$ cat config.mk
export PLATFORM = sky130hd
export DESIGN_NAME = nsc_parser
export DESIGN_NICKNAME = d
export VERILOG_FILES = /design/src/hdl/nsc_pkg.sv /design/src/hdl/nsc_parser.sv
export SDC_FILE = /design/constraint.sdc
export NUM_CORES = 1
export LEC_CHECK = 0
export BUFFER_PORTS_ARGS = -buffer_cell sky130_fd_sc_hd__buf_2
export CORE_UTILIZATION = 33
export CTS_CLUSTER_SIZE = 12
export DETAILED_ROUTE_END_ITERATION = 16
export PLACE_DENSITY = 0.66
export RECOVER_POWER = 25
export SLEW_MARGIN = 20
export SYNTH_ARGS = -nofsm -noshare
export SYNTH_HDL_FRONTEND = slang
export SYNTH_SLANG_ARGS = --single-unit
$ cat constraint.sdc
create_clock -name clk_i -period 5.8 [get_ports clk_i]
set_input_delay 1.16 -clock clk_i [delete_from_list [all_inputs] [get_ports clk_i]]
set_output_delay 1.16 -clock clk_i [all_outputs]
set_load 0.01 [all_outputs]
$ cat src/hdl/nsc_pkg.sv
// ----------------------------------------------------------------------------
// NMEA sentence checker package
// Shared character codes, result codes, the result type and small helpers.
// ----------------------------------------------------------------------------
package nsc_pkg;

  localparam int unsigned PrefixW = 40;
  localparam int unsigned NumTypes = 3;

  localparam logic [7:0] CharDollar  = 8'h24;
  localparam logic [7:0] CharStar    = 8'h2A;
  localparam logic [7:0] CharNewline = 8'h0A;

  // Reset prefixes: "GPGGA", "GPVTG", "GPRMC"
  localparam logic [PrefixW-1:0] PrefixResetA = 40'h4750474741;
  localparam logic [PrefixW-1:0] PrefixResetB = 40'h4750565447;
  localparam logic [PrefixW-1:0] PrefixResetC = 40'h4750524D43;

  // Configuration register indexes
  localparam logic [1:0] RegTypeA = 2'd0;
  localparam logic [1:0] RegTypeB = 2'd1;
  localparam logic [1:0] RegTypeC = 2'd2;

  localparam logic [1:0] TypeNone = 2'd3;

  typedef enum logic [1:0] {
    VerdictAccept  = 2'd0,
    VerdictCsumErr = 2'd1,
    VerdictIgnored = 2'd2
  } verdict_e;

  typedef struct packed {
    logic [1:0] sentence_type;
    verdict_e   verdict;
    logic       set_complete;
  } res_t;

  // Character pos (1..5) of a prefix; the first character is the top byte
  function automatic logic [7:0] prefix_char(input logic [PrefixW-1:0] prefix,
                                             input logic [2:0] pos);
    logic [7:0] c;
    case (pos)
      3'd1:    c = prefix[39:32];
      3'd2:    c = prefix[31:24];
      3'd3:    c = prefix[23:16];
      3'd4:    c = prefix[15:8];
      3'd5:    c = prefix[7:0];
      default: c = 8'h00;
    endcase
    return c;
  endfunction

  // Hex digit decode: bit 4 flags a valid digit, bits 3..0 give its value
  function automatic logic [4:0] hex_digit(input logic [7:0] b);
    logic [4:0] r;
    r = 5'd0;
    if (b inside {[8'h30:8'h39]}) begin
      r = {1'b1, b[3:0]};
    end else if (b inside {[8'h41:8'h46], [8'h61:8'h66]}) begin
      r = {1'b1, b[3:0] + 4'd9};
    end
    return r;
  endfunction

  // Lowest set bit of a type mask as a type code
  function automatic logic [1:0] lowest_type(input logic [NumTypes-1:0] m);
    logic [1:0] t;
    if (m[0]) begin
      t = 2'd0;
    end else if (m[1]) begin
      t = 2'd1;
    end else if (m[2]) begin
      t = 2'd2;
    end else begin
      t = TypeNone;
    end
    return t;
  endfunction

endpackage

$ cat src/hdl/nsc_parser.sv
// ----------------------------------------------------------------------------
// NMEA sentence parser
// Per-byte sentence state: prefix match, running XOR, checksum digits and
// held type flags. Produces the sentence report for a newline byte.
// ----------------------------------------------------------------------------
module nsc_parser
  import nsc_pkg::*;
(
  input  logic               clk_i,
  input  logic               rst_ni,
  input  logic               adv_i,
  input  logic [7:0]         byte_i,
  input  logic [PrefixW-1:0] prefix_a_i,
  input  logic [PrefixW-1:0] prefix_b_i,
  input  logic [PrefixW-1:0] prefix_c_i,
  output res_t               res_o
);

  logic [2:0]          pos_q, pos_d;
  logic [NumTypes-1:0] match_q, match_d;
  logic [7:0]          xor_q, xor_d;
  logic                star_q, star_d;
  logic                hex_act_q, hex_act_d;
  logic [7:0]          hex_val_q, hex_val_d;
  logic                hex_ovf_q, hex_ovf_d;
  logic [NumTypes-1:0] held_q, held_d;

  logic [2:0]          pos_n;
  logic [NumTypes-1:0] match_n, matched, fresh, held_n;
  logic [7:0]          xor_n, hex_val_n;
  logic                star_n, hex_act_n, hex_ovf_n, csum_ok;
  logic [4:0]          digit;
  logic [1:0]          type_c;
  verdict_e            verdict_c;
  logic                complete_c;

  assign digit = hex_digit(byte_i);

  // Update the sentence state for this byte
  always_comb begin
    match_n   = match_q;
    hex_act_n = hex_act_q;
    hex_val_n = hex_val_q;
    hex_ovf_n = hex_ovf_q;
    xor_n     = xor_q;
    star_n    = star_q;

    if (pos_q == 3'd0) begin
      if (byte_i != CharDollar) begin
        match_n = '0;
      end
    end else if (pos_q <= 3'd5) begin
      if (prefix_char(prefix_a_i, pos_q) != byte_i) match_n[0] = 1'b0;
      if (prefix_char(prefix_b_i, pos_q) != byte_i) match_n[1] = 1'b0;
      if (prefix_char(prefix_c_i, pos_q) != byte_i) match_n[2] = 1'b0;
    end

    if (hex_act_q) begin
      if (digit[4]) begin
        hex_ovf_n = hex_ovf_q | (hex_val_q[7:4] != 4'd0);
        hex_val_n = {hex_val_q[3:0], digit[3:0]};
      end else begin
        hex_act_n = 1'b0;
      end
    end

    if (pos_q != 3'd0 && !star_q) begin
      if (byte_i == CharStar) begin
        star_n    = 1'b1;
        hex_act_n = 1'b1;
      end else begin
        xor_n = xor_q ^ byte_i;
      end
    end

    pos_n = (pos_q < 3'd6) ? pos_q + 3'd1 : pos_q;
  end

  // Judge the sentence as if this byte were its newline
  always_comb begin
    matched    = (pos_n == 3'd6) ? match_n : '0;
    fresh      = matched & ~held_q;
    csum_ok    = star_n && !hex_ovf_n && (hex_val_n == xor_n);
    held_n     = held_q;
    type_c     = lowest_type(matched);
    verdict_c  = VerdictIgnored;
    if (fresh != '0) begin
      type_c = lowest_type(fresh);
      if (csum_ok) begin
        held_n    = held_q | fresh;
        verdict_c = VerdictAccept;
      end else begin
        verdict_c = VerdictCsumErr;
      end
    end
    complete_c = &held_n;
  end

  assign res_o = '{sentence_type: type_c, verdict: verdict_c,
                   set_complete: complete_c};

  // Next state: clear the sentence on a newline, else keep building it
  always_comb begin
    if (byte_i == CharNewline) begin
      pos_d     = 3'd0;
      match_d   = '1;
      xor_d     = 8'h00;
      star_d    = 1'b0;
      hex_act_d = 1'b0;
      hex_val_d = 8'h00;
      hex_ovf_d = 1'b0;
      held_d    = complete_c ? '0 : held_n;
    end else begin
      pos_d     = pos_n;
      match_d   = match_n;
      xor_d     = xor_n;
      star_d    = star_n;
      hex_act_d = hex_act_n;
      hex_val_d = hex_val_n;
      hex_ovf_d = hex_ovf_n;
      held_d    = held_q;
    end
  end

  // Hold state unless a byte advances
  always_ff @(posedge clk_i or negedge rst_ni) begin
    if (!rst_ni) begin
      pos_q     <= 3'd0;
      match_q   <= '1;
      xor_q     <= 8'h00;
      star_q    <= 1'b0;
      hex_act_q <= 1'b0;
      hex_val_q <= 8'h00;
      hex_ovf_q <= 1'b0;
      held_q    <= '0;
    end else if (adv_i) begin
      pos_q     <= pos_d;
      match_q   <= match_d;
      xor_q     <= xor_d;
      star_q    <= star_d;
      hex_act_q <= hex_act_d;
      hex_val_q <= hex_val_d;
      hex_ovf_q <= hex_ovf_d;
      held_q    <= held_d;
    end
  end

endmodule
### After elaboration in Yosys (flattened, before gate mapping)

Index checks and enable logic that the tools add are counted.

| storage, ports and cells | value |
|---|---|
| bits in registers | 28 |
| bits of input ports | 131 |
| output and inout port bits | 5 |
| logic and storage cells | 101 |

| cells by class | value |
|---|---|
| add/subtract/negate cells | 2 |
| $lt $le $gt $ge | 8 |
| equality and inequality tests | 13 |
| muxes and demuxes | 50 |
| bitwise gates (word level) | 5 |
| reduce and logical (&&, ||, !) cells | 15 |

Operator list:

| cell | count |
|---|---|
| case mux 8 bit (5 select lines) | 3 |
| two-way mux 8 bit | 12 |
| two-way mux 3 bit | 10 |
| inequality test 8 bit | 3 |
| two-way mux 1 bit | 17 |
| greater-or-equal comparator 8 x 7 -> 1 bit (second input constant) | 2 |
| <= comparator 8 x 7 -> 1 bit (second input constant) | 2 |
| two-way mux 2 bit | 6 |
| two-way mux 5 bit | 2 |
| equality test 3 bit (second input constant) | 3 |
| equality test 8 x 4 -> 1 bit (second input constant) | 1 |
| equality test 8 x 6 -> 1 bit (second input constant) | 1 |
| equality test 8 bit | 1 |
| greater-or-equal comparator 8 x 6 -> 1 bit (second input constant) | 1 |
| <= comparator 8 x 6 -> 1 bit (second input constant) | 1 |
| inequality test 8 x 6 -> 1 bit (second input constant) | 1 |
| bitwise XOR 8 bit | 1 |
| equality test 3 x 2 -> 1 bit (second input constant) | 2 |
| logical AND 1 bit | 6 |
| nonzero test 3 bit | 2 |
| adder 4 bit (second input constant) | 1 |
| nonzero test 4 bit | 1 |
| adder 3 x 1 -> 3 bit (second input constant) | 1 |
| bitwise AND 3 bit | 1 |
| 11 further kinds | 12 |

### Logic depth before layout (Yosys ltp)

Gate-level depths: netlist (run 1).

| logic depth | value |
|---|---|
| depth after elaboration | 15 |
| depth in mapped cells | 15 |
| mapped depth without buffers | 11 |

### Worst setup path before layout (run 1)

Ideal clock, no wire load.

| timing path | value |
|---|---|
| kind | in2out |
| start | input byte_i[1] |
| end | output res_o[0] (netlist bit) |
| data arrival time | 3,714 ps |
| data required time | 4,640 ps |
| path slack | 926 ps |
| cell stages on the path | 12 |
| path buffers | 2 |
| cell sequence | buf_2 -> inv_1 -> ha_1 -> or3b_4 -> and4_4 -> o211a_1 -> or3_1 -> a22oi_2 -> and4_4 -> a21oi_2 -> nor3_1 -> buf_4 |

| between the ends | value |
|---|---|
| longest elaborated chain between the ends | 13 |
| elaborated cells on any way between the ends | 44 |
| classes of those cells | 1 x add/sub; 6 x order compare; 6 x eq/ne; 19 x mux; 3 x bitwise; 9 x reduce/logical |

RTL lines:

| item | line | RTL |
|---|---|---|
| start: declaration | nsc_parser.sv:12 | `input logic [7:0] byte_i,` |
| branches (longest 11 deep; another with greater-or-equal comparator 8 x 7 -> 1 bit) | -- |  |
| two-way mux 3 bit (*) | nsc_parser.sv:87 | `if (fresh != '0) begin` |
| AND reduction 3 bit (*) | nsc_parser.sv:96 | `complete_c = &held_n;` |
| end: declaration | nsc_parser.sv:16 | `output res_t res_o` |

Every way passes the cells marked *.

==> impl_metrics.env, run 1 <==
export IMPL_p_switching_mw=0.769
export IMPL_holdWs_ns=0.523
export IMPL_fillers=1062
export IMPL_finalHoldViolations=0
export IMPL_antennaDiodeCount=0
export IMPL_power_leakage_nw=1.93
export IMPL_skew_ns=0.00508
export IMPL_hpwl_um=11300
export IMPL_grt_antenna_before_repair=0
export IMPL_p_clk_share_pct=8.3
export IMPL_drive_gt1_share_pct=31.5
export IMPL_grt_pass1_vias=4256
export IMPL_cp_slowest_cell="and2_1"
export IMPL_clockBufferDepth=2
export IMPL_numCtsBuffers=3
export IMPL_critPathArrivalTime_ns=4.14
export IMPL_synth_top_cell_area_share_pct=17.5
export IMPL_num_nets_final=705
export IMPL_fin_setup_tns_ns=0
export IMPL_cp_max_fo=14
export IMPL_worstSetupPathType="reg -> out"
export IMPL_netlist_cell_type_count=85
export IMPL_netlist_area_um2=3580
export IMPL_startpoint_type="flip-flop"
export IMPL_postCtsSetupBuffers=0
export IMPL_rsz0062_at_grt="no"
export IMPL_syn_num_nets=587
export IMPL_clk_latency_ns=0.28
export IMPL_cp_data_required_time_ns=4.64
export IMPL_gr_total_overflow=0
export IMPL_dp_slack_ns=0.556
export IMPL_rows=37
export IMPL_synth_top_area_cell="dfrtp_1"
export IMPL_gp_congestion=0.900
export IMPL_cpPeakStageDelay_ns=0.65
export IMPL_grtUsageTotal_pct=24.7
export IMPL_status="finished with violations"
export IMPL_violations="max-capacitance violations, max-slew violations"
export IMPL_numPortBuffers=135
export IMPL_critical_path_cell_chain="inv_1, ha_1, and2_1, a222oi_1, o211ai_1, o31a_1, o311ai_0, o41ai_2, nor2b_1, a21oi_1, o21ai_1, buf_2"
export IMPL_tightest_slew_ns=1.59
export IMPL_grt_pass1_wl_um=22000
export IMPL_cts_tree="done"
export IMPL_postRouteAntennaNets=0
export IMPL_area_growth_pct=23.2
export IMPL_ys_seq_area_share_pct=19.7
export IMPL_grt_max_degree=33
export IMPL_vias=4290
export IMPL_avgSynthCellArea_um2=8.05
export IMPL_clkTransAtPathRegs_ns=0.10
export IMPL_fin_crit_ns=5.30
export IMPL_ir_worst_vdd_uv=112
export IMPL_pwr_density_cell_nw_per_um2=345
export IMPL_hp_class="reg -> reg"
export IMPL_switching_share_pct=50.5
export IMPL_firstDrtPassIters=5
export IMPL_intPower_mw=0.753
export IMPL_drc_errors=0
export IMPL_cts_root_buf="clkbuf_8"
export IMPL_synthFlopType="dfrtp_1"
export IMPL_ys_ff_latch=28
export IMPL_synthCells=445
export IMPL_pwr_share_seq_pct=20.4
export IMPL_setup_ws_ns=0.500
export IMPL_setup_viol=0
export IMPL_synth_edf_count=0
export IMPL_seq_area_um2=704
export IMPL_dieArea_um2=11300
export IMPL_slew_headroom_pct=-6.27
export IMPL_timing_final_crit_share_pct=91.4
export IMPL_yosys_top_cells_area="dfrtp_1 (17%), o21ai_0 (4.3%), ha_1 (3.8%)"
export IMPL_cts_max_level=1
export IMPL_async_flop_share_pct=100
export IMPL_die_w_um=106
export IMPL_fmax_mhz=189
export IMPL_maxCapViolations=1
export IMPL_multi_input_area_um2=2670
export IMPL_wl_um=14300
export IMPL_routedWlPerCell_um=20.5
export IMPL_cts_sinks=28
export IMPL_vias_per_cell=6.15
export IMPL_end_kind="output port"
export IMPL_drtIter0Drc=429
export IMPL_core_um2=10400
export IMPL_cts_resized=0
export IMPL_die_h_um=106
export IMPL_io_pins=136
export IMPL_start_util_pct=34.4
export IMPL_report_final_slew_viol_count=29
export IMPL_synth_warnings=0
export IMPL_p_comb_share_pct=71.4
export IMPL_hold_buffers=0
layout by cell type (no fill, tap or decap), types with 12 or more instances in the layout:
master	count
buf_2	134
nand2_1	32
o21ai_0	31
nor2_1	31
dfrtp_1	25
nand3_1	22
a22oi_1	17
a21oi_1	17
inv_1	15
a222oi_1	13
nor2b_1	12
stage by stage:
step	utilization [%]	area (um2)	cells	power [mW]
3_3_place_gp	41.9	4360	694	1.36
5_1_grt	42.4	4410	698	1.63
4_1_cts	42.4	4420	698	1.51
3_5_place_dp	41.9	4360	694	1.38
2_1_floorplan	-	3580	445	1.05
6_report	42.4	4410	698	1.52
logic make-up (layout without fill, tap and decap cells):
| kind of cell | Yosys count | in the layout | synth area share (%) |
|---|---|---|---|
| AO/OA/AOI/OAI | 181 | 181 | 40.0 |
| AND/OR/NAND/NOR | 154 | 154 | 23.9 |
| adder cells (fa/ha/maj) | 11 | 11 | 3.84 |
| multiplexers | 7 | 7 | 2.03 |
| flip-flops | 28 | 28 | 19.7 |
| XOR/XNOR | 15 | 15 | 4.82 |
| buffers and inverters | 49 | 166 | 5.76 |
worst max-delay path: cells and delay by family, from the launching register on:
kind | cells | cell delay (ns)
AO/OA/AOI/OAI | 7 | 1.64
AND/OR/NAND/NOR | 2 | 0.99
adder cells (fa/ha/maj) | 1 | 0.51
flip-flops | 1 | 0.46
buffers and inverters | 2 | 0.25
path summary, 6_finish.rpt:
path	slack [ns]	cells past startpoint	start	to
setup reg to reg	2.02	11	pos_q[1]	held_q[0]
hold / removal	0.52	1	xor_q[6]	xor_q[6]
min in group asynchronous	1.26	1	rst_ni	pos_q[1]
hold reg to reg	0.52	1	xor_q[6]	xor_q[6]
max in group asynchronous	3.62	1	rst_ni	held_q[0]
setup / recovery	0.50	12	pos_q[1]	res_o[4]
synth_stat cells, types with 4 or more instances:
cell type / number
o211ai_1: 5
nand2_1: 32
ha_1: 11
a221oi_1: 5
or3_1: 4
nand3_1: 22
o31ai_1: 4
and2_1: 6
dfrtp_1: 25
xor2_1: 4
o21ai_0: 31
a222oi_1: 13
nand4_1: 5
a21oi_1: 17
nor2_1: 31
clkbuf_1: 22
nor3_1: 11
buf_2: 6
a2111o_1: 4
a22o_1: 11
inv_1: 15
a31oi_1: 7
and3_1: 7
a22oi_1: 17
xnor2_1: 8
a32oi_1: 9
mux2i_1: 5
nor2b_1: 12
flip-flops by register name, summed over array words and instances, names as in the netlist:
| name | cells |
|---|---|
| star_q | 1 |
| pos_q | 3 |
| hex_val_q | 8 |
| match_q | 3 |
| hex_act_q | 1 |
| held_q | 3 |
| hex_ovf_q | 1 |
| xor_q | 8 |
layer usage:
layer / part of all wire, % / up-vias / wire [um] / global-route usage [%]
li1: - / 2006 / - / -
met1: 44 / 2078 / 6310 / 32.8
met2: 48 / 193 / 6880 / 42.6
met3: 6.4 / 13 / 917 / 2.02
met4: 1.1 / 0 / 164 / 6.85
met5: 0 / - / 0 / 0
power groups by stage:
stage	logic, mW	clock network (mW)	registers (mW)
6_report	1.09	0.126	0.310
5_1_grt	1.18	0.138	0.315
4_1_cts	1.07	0.128	0.308
3_5_place_dp	1.07	0	0.312
3_3_place_gp	1.05	0	0.309
2_1_floorplan	0.761	0	0.289
cell type report:
cell class,instances,area share [%]
tap,136,3.85
multi-input combinational,368,60.5
sequential,28,16.0
inverter,17,1.45
timing repair buffer,145,17.0
clock buffer,4,1.25
Power figures use the tool's default switching activity.
==> inputs of run 2 (changes only) <==
- BUFFER_PORTS_ARGS: -buffer_cell sky130_fd_sc_hd__buf_2 -> -buffer_cell sky130_fd_sc_hd__clkbuf_2
- CTS_BUF_LIST: unset -> sky130_fd_sc_hd__clkbuf_4
==> impl_metrics.env, run 2 (synthesis results as in run 1) <==
export IMPL_status="finished with violations"
export IMPL_violations="max-capacitance violations, max-slew violations"
export IMPL_seq_area_um2=704
export IMPL_fillers=1062
export IMPL_wl_um=13900
export IMPL_hold_start="xor_q[3]"
export IMPL_startpoint_type="input pin"
export IMPL_total_power_mw=1.48
export IMPL_min_path_cells=1
export IMPL_die_h_um=106
export IMPL_vias=4250
export IMPL_worstSetupPathType="in -> out"
export IMPL_fin_setup_tns_ns=0
export IMPL_numPortBuffers=135
export IMPL_hold_buffers=0
export IMPL_die_w_um=106
export IMPL_slew_headroom_pct=-3.43
export IMPL_report_final_slew_viol_count=29
export IMPL_maxCapViolations=1
export IMPL_setup_viol=0
export IMPL_clk_latency_ns=0.34
export IMPL_multi_input_area_um2=2670
export IMPL_fmax_mhz=194
export IMPL_pwr_density_cell_nw_per_um2=337
export IMPL_end_kind="output port"
export IMPL_num_nets_final=705
export IMPL_hp_class="reg -> reg"
export IMPL_grt_antenna_before_repair=0
export IMPL_start_util_pct=34.4
export IMPL_fin_crit_ns=5.16
export IMPL_holdPathEnd="xor_q[3]"
export IMPL_drive_gt1_share_pct=31.3
export IMPL_vias_per_cell=6.09
export IMPL_io_pins=136
export IMPL_grt_max_degree=56
export IMPL_r2r_start="pos_q[1]"
export IMPL_cts_resized=0
export IMPL_routedWlPerCell_um=20.0
export IMPL_r2r_end="held_q[0]"
export IMPL_rsz0062_at_grt="no"
export IMPL_r2r_slack_ns=2.23
export IMPL_timing_final_crit_share_pct=88.9
export IMPL_post_route_util_pct=42.1
export IMPL_dieArea_um2=11300
export IMPL_clkTransAtPathRegs_ns=0.15
export IMPL_firstDrtPassIters=7
export IMPL_mostFrequentLayoutCells="clkbuf_2 (134), nand2_1 (32), o21ai_0 (31), nor2_1 (31), dfrtp_1 (25)"
export IMPL_cts_sinks=28
export IMPL_largestRegisters="hex_val_q (8), xor_q (8)"
export IMPL_cts_root_buf="clkbuf_4"
export IMPL_grt_pass1_wl_um=21500
export IMPL_critPathArrivalTime_ns=4.00
export IMPL_drtIter0Drc=516
export IMPL_gr_total_overflow=0
export IMPL_core_um2=10400
export IMPL_ir_worst_vdd_uv=120
export IMPL_rows=37
export IMPL_grt_pass1_vias=4009
export IMPL_power_leakage_nw=1.95
export IMPL_skew_ns=0.0128
export IMPL_cp_max_fo=8
export IMPL_numCtsBuffers=3
export IMPL_gp_congestion=0.916
export IMPL_grtUsageTotal_pct=23.9
export IMPL_drc_errors=0
export IMPL_tightest_slew_ns=1.55
export IMPL_finalHoldViolations=0
export IMPL_clockBufferDepth=2
export IMPL_ff2ff_path_depth=12
export IMPL_area_growth_pct=22.4
export IMPL_final_common_cell="clkbuf_2"
export IMPL_postCtsSetupBuffers=0
export IMPL_cp_data_required_time_ns=4.64
export IMPL_cts_max_level=1
export IMPL_hpwl_um=11100
export IMPL_postRouteAntennaNets=0
export IMPL_cts_tree="done"
export IMPL_antennaDiodeCount=0
run 2: changes by cell type in the layout (fill, tap and decap cells not counted), sizes merged:
cell / delta
clkinv: +1
buf: -134
clkbuf: +133
run 2: critical path, stage by stage:
cell and delay (ns):
clkbuf_2 0.11, inv_1 0.28, ha_1 0.25, or3b_4 0.40
nand4_1 0.15, a22oi_1 0.11, or3_1 0.39, a221oi_1 0.36
and4_4 0.35, a21oi_2 0.08, nor3_1 0.19, clkbuf_2 0.15
run 2: worst max-delay path by stage:
stage	endpoint	depth (start not counted)	start	slack, ns
6_report	res_o[0]	12	byte_i[1]	0.64
3_5_place_dp	res_o[0]	12	byte_i[1]	0.69
3_3_place_gp	res_o[0]	12	byte_i[1]	0.66
2_1_floorplan	res_o[0]	12	byte_i[1]	0.93
4_1_cts	res_o[0]	12	byte_i[1]	0.66
5_1_grt	res_o[0]	12	byte_i[0]	0.34
run 2: power breakdown:
| group | switching [mW] | internal (mW) |
|---|---|---|
| clock network | 0.0616 | 0.0253 |
| registers | 0.0559 | 0.246 |
| logic | 0.643 | 0.446 |
| total | 0.760 | 0.717 |
run 2: per-stage QoR:
| stage | worst slack [ns] | hold WS [ns] | area (um2) | cells |
|---|---|---|---|---|
| global placement | 0.659 | 0.489 | 4360 | 694 |
| CTS | 0.662 | 0.529 | 4390 | 698 |
| detailed placement | 0.693 | 0.502 | 4360 | 694 |
| floorplan | 0.926 | 0.463 | 3580 | 445 |
| global route | 0.340 | 0.544 | 4390 | 698 |
| finish | 0.642 | 0.527 | 4390 | 698 |
run 2: area by class of cell:
cell class	instances	share of cell area (%)
Clock buffer	3	0.514
Clock inverter	1	0.0856
Inverter	17	1.46
Multi-Input combinational cell	368	60.9
Sequential cell	28	16.1
Tap cell	136	3.88
Timing Repair Buffer	145	17.1
run 2: per-layer routing:
| metal | global-route usage, % | wire length (um) | vias up | share of wire (%) |
|---|---|---|---|---|
| met2 | 40.9 | 6610 | 193 | 47 |
| met4 | 3.17 | 112 | 0 | 0.80 |
| met1 | 33.1 | 6310 | 2038 | 45 |
| li1 | - | - | 2004 | - |
| met5 | 0 | 0 | - | 0 |
| met3 | 2.58 | 898 | 15 | 6.4 |
